`src/sv/dag_fdiv.sv`:
```
// Pipelined restoring fractional divider, one quotient bit per stage.
module dag_fdiv #(
	parameter int W     = 41,
	parameter int STEPS = 15,
	parameter type side_t = logic
) (
	input  logic             clk,
	input  logic             en,
	input  logic [W-1:0]     num,
	input  logic [W-1:0]     den,
	input  side_t            side,
	output logic [STEPS-1:0] quo,
	output side_t            side_out
);
	logic [W-1:0]     rem_s  [STEPS+1];
	logic [W-1:0]     den_s  [STEPS+1];
	logic [STEPS-1:0] quo_s  [STEPS+1];
	side_t            side_s [STEPS+1];

	assign rem_s[0]  = num;
	assign den_s[0]  = den;
	assign quo_s[0]  = '0;
	assign side_s[0] = side;

	for (genvar j = 1; j <= STEPS; j++) begin : g_step
		logic [W:0] shl;
		logic       ge;

		// shift remainder, trial subtract
		assign shl = {rem_s[j-1], 1'b0};
		assign ge  = (shl >= {1'b0, den_s[j-1]});

		always_ff @(posedge clk) begin
			if (en) begin
				rem_s[j]  <= ge ? W'(shl - {1'b0, den_s[j-1]}) : shl[W-1:0];
				den_s[j]  <= den_s[j-1];
				quo_s[j]  <= {quo_s[j-1][STEPS-2:0], ge};
				side_s[j] <= side_s[j-1];
			end
		end
	end

	assign quo      = quo_s[STEPS];
	assign side_out = side_s[STEPS];
endmodule

```
`config.mk`:
```
export PLATFORM = sky130hd
export DESIGN_NAME = dag_fdiv
export DESIGN_NICKNAME = d
export VERILOG_FILES = /design/src/sv/dag_fdiv.sv
export SDC_FILE = /design/constraint.sdc
export NUM_CORES = 2
export LEC_CHECK = 0
export ABC_AREA = 0
export BUFFER_PORTS_ARGS = -buffer_cell sky130_fd_sc_hd__buf_2
export CELL_PAD_IN_SITES_DETAIL_PLACEMENT = 2
export CELL_PAD_IN_SITES_GLOBAL_PLACEMENT = 2
export CORE_ASPECT_RATIO = 1.1
export CORE_UTILIZATION = 48
export CTS_BUF_LIST = sky130_fd_sc_hd__clkbuf_8
export DETAILED_ROUTE_END_ITERATION = 8
export PLACE_DENSITY_LB_ADDON = 0.1
export SLEW_MARGIN = 20
export SYNTH_ARGS = -nofsm -noshare
export SYNTH_HDL_FRONTEND = slang
export SYNTH_SLANG_ARGS = --single-unit
```
`constraint.sdc`:
```
create_clock -name clk -period 8.4 [get_ports clk]
set_clock_uncertainty 0.1 [all_clocks]
set_input_delay 0.84 -clock clk [delete_from_list [all_inputs] [get_ports clk]]
set_output_delay 0.84 -clock clk [all_outputs]
set_load 0.01 [all_outputs]
```
==> run metrics <==
sequential share of power 0.306; clock power share 0.159; die footprint about 0.17 mm^2; Slew Limit Headroom 0.1474; PD cells 405.8 mW/mm^2; CP max-delay cell o311ai_1; Setup WS pre-CTS a little under 3000 ps; height of the die between 400 and 500 um; Worst EP required 9020 ps; Overall Global Routing Usage 0.3230; Worst path max stage delay 670 ps; Crit. End Element register; Hold WC Path Type input pin to register; CTS resizes 0; critical setup path kind register to register; GPL Wtd Cong 0.9580; Bufs on Longest Clock Path 3; share of cells above drive strength 1 0.1017; worst skew pair latency 1000 ps; asr flop ratio synth 0; largest net degree at the start of global routing between 150 and 200; GR Overflow Total 0; ys flop type edfxtp_1; vias per cell 6.010; Max VDD drop between 0.00015 and 0.0002 V; Detailed Route WL between 200000 and 300000 um; total CTS buffers 222; Ports 101; R2R Setup Slk between 2000 and 3000 ps; fin. max-slew vios 0; Seq cells post-synth 1283; switch share 0.4361; dominant cell type by area after synthesis edfxtp_1; TNS Setup 0 ps; DRC violations left 0; First-pass DRT Iterations 6; WP buf/inv 2; via count just over 60000; clk root buf clkbuf_8; initial core utilization 0.4855; max-capacitance violation count 0; DP HPWL about 200000 um; commonest cells in the netlist edfxtp_1 (1283), inv_1 (784), a21oi_1 (657); most frequent cell after synthesis edfxtp_1; Ys Warns 0; CP cell instances fa_1, and2b_1, nor3_1, o21a_1, o21a_1, o311ai_1, nand3_1, o41a_1, o221ai_2, a21oi_2, buf_4, inv_2, mux2_2; Final min period 5516 ps; distinct cell type count after synthesis 100; Clock Pin Slew Worst Setup and Hold Paths roughly 60 ps; Mapped Cells ~7500; FP Rows roughly 160; DRT antenna net count 0; outcome complete, no violations; Crit Path Max Fanout 38; synth top area cells edfxtp_1 (48%), ha_1 (9.6%), a21oi_1 (4.1%); switching power around 15 mW; number of global-route vias before repair ~70000; Avg Synthesized Cell Area between 10 and 15 um^2; Int Power between 15 and 20 mW; fill count between 15000 and 20000; initial drt markers approximately 2800; Hold WS 97.17 ps; Port-buffer cells 100; synthesized area between 0.08 and 0.09 mm^2; clk sink count 1283; Post-synth EDFFs approximately 1300; Worst Tran Pin Value 1247 ps; startpoint types register; fin crit share 0.6567; Post-Syn Nets about 8300; core area between 0.15 and 0.2 mm^2; Comb power frac 0.535; RSZ-0062 raised after global routing no; critical path's top delay family compound AO/OA/AOI/OAI gates; arrival time of the worst setup path just over 6000 ps; CTS tree done; Synth top area share 0.4805; Final WS setup 2884 ps; Final Hold Fails 0; Max Clock Freq 0.1813 GHz; Static Leakage between 30 and 40 nW; final net count about 8400; first-pass GRT wire length approximately 420000 um; Top cell by count, worst path o21a_1; synth-to-layout area growth 8.941%; initial antenna violation count 3; die width 391.7 um; sequential-to-total area share from yosys stat 0.4805; Pwr Total roughly 35 mW; mean routed wirelength per cell 27.28 um; Setup Viol. Count Final 0; H-Tree Depth 4
[layer usage]
metal	vias to the layer above	global-route usage	wire, um
li1	28010	-	-
met1	30550	0.2895	90990
met2	1291	0.6484	155300
met3	775	0.03690	6363
met4	0	0.2382	22500
met5	-	0	0
[sequential cells by signal (all words and copies together), names as in the netlist]
name	count
side_out	1
side_s	14
quo	15
quo_s	105
den_s	574
g_step.shl	574
[worst register-to-register path, stage by stage (launching register included)]
cell and delay (ps):
edfxtp_1 460, fa_1 510, and2b_1 250, nor3_1 70, o21a_1 280, o21a_1 230, o311ai_1 670, nand3_1 420
o41a_1 470, o221ai_2 300, a21oi_2 100, buf_4 230, inv_2 680, mux2_2 490
[power groups by stage]
stage / Sequential (mW) / Combinational (mW) / Clock, mW
6_report: 10.9 / 19.0 / 5.62
4_1_cts: 10.8 / 18.9 / 5.70
3_3_place_gp: 10.7 / 17.1 / 0
5_1_grt: 11.0 / 20.3 / 5.96
2_1_floorplan: 10.3 / 13.2 / 0
3_5_place_dp: 10.9 / 18.3 / 0
[what timing repair did]
| action | in CTS | in global routing |
|---|---|---|
| endpoints found under the hold margin | 49 | 0 |
| hold buffers | 49 | 0 |
| buffers inserted | 0 | 0 |
[cell usage in the layout (no fill, tap or decap), types with 18 or more instances in the layout]
cell              n
mux2_1           18
inv_1           857
ha_1            614
dlygate4sd3_1    49
clkinv_2         29
a21oi_1         657
nand4_1         137
o21a_1           84
edfxtp_1       1283
buf_2            99
a21o_1          317
or3_1            30
nor4_1           28
a211oi_1         61
xnor2_1         311
o21bai_1         95
a31oi_1          72
mux2i_1          24
and2_1           35
a21boi_0         19
clkinv_1         52
nand2_1         476
mux2_2          274
a211o_1          22
nor2b_1          77
o21ai_0         419
o211ai_1         66
nor2_1          420
and3_1           61
xor2_1          175
nand2b_1         75
nor3_1          107
nand3_1         148
buf_4            34
o31ai_1          37
mux2_4           34
clkbuf_8        224
a31o_2           20
[through the flow]
stage,area (um^2),instances,utilization
after CTS,87330,10090,0.5288
after detailed placement,82700,9636,0.5008
final,87340,10090,0.5289
after global placement,82700,9636,0.5008
after floorplan,80170,7544,-
after global routing,87340,10090,0.5289
[layout make-up]
class / count / area, um^2 / area share
Sequential cell: 1283 / 38530 / 0.4411
Multi-Input combinational cell: 5213 / 37610 / 0.4306
Clock buffer: 224 / 3083 / 0.03530
Inverter: 790 / 2965 / 0.03395
Tap cell: 2212 / 2768 / 0.03169
Timing Repair Buffer: 187 / 1341 / 0.01536
Clock inverter: 176 / 1050 / 0.01202
Antenna cell: 1 / 2.502 / 0.00002865
[path summary, 6_finish.rpt]
check	end	cells after the start	from
worst max-delay path	g_step[15].shl[41]	13	den_s[82]
worst min register to register	quo_s[61]	0	quo_s[75]
worst min-delay path	g_step[2].shl[3]	2	num[1]
worst max register to register	g_step[15].shl[41]	13	den_s[82]
[logic make-up after synthesis]
kind of cell    after synthesis  synth area share
compound gates             2075            0.1647
simple gates               1674            0.1003
buf+inv                    1048           0.05170
fa+ha+maj                   628           0.09932
mux                         350           0.05038
flops                      1283            0.4805
xor+xnor                    486           0.05309
(Power assumes the default switching activity.)
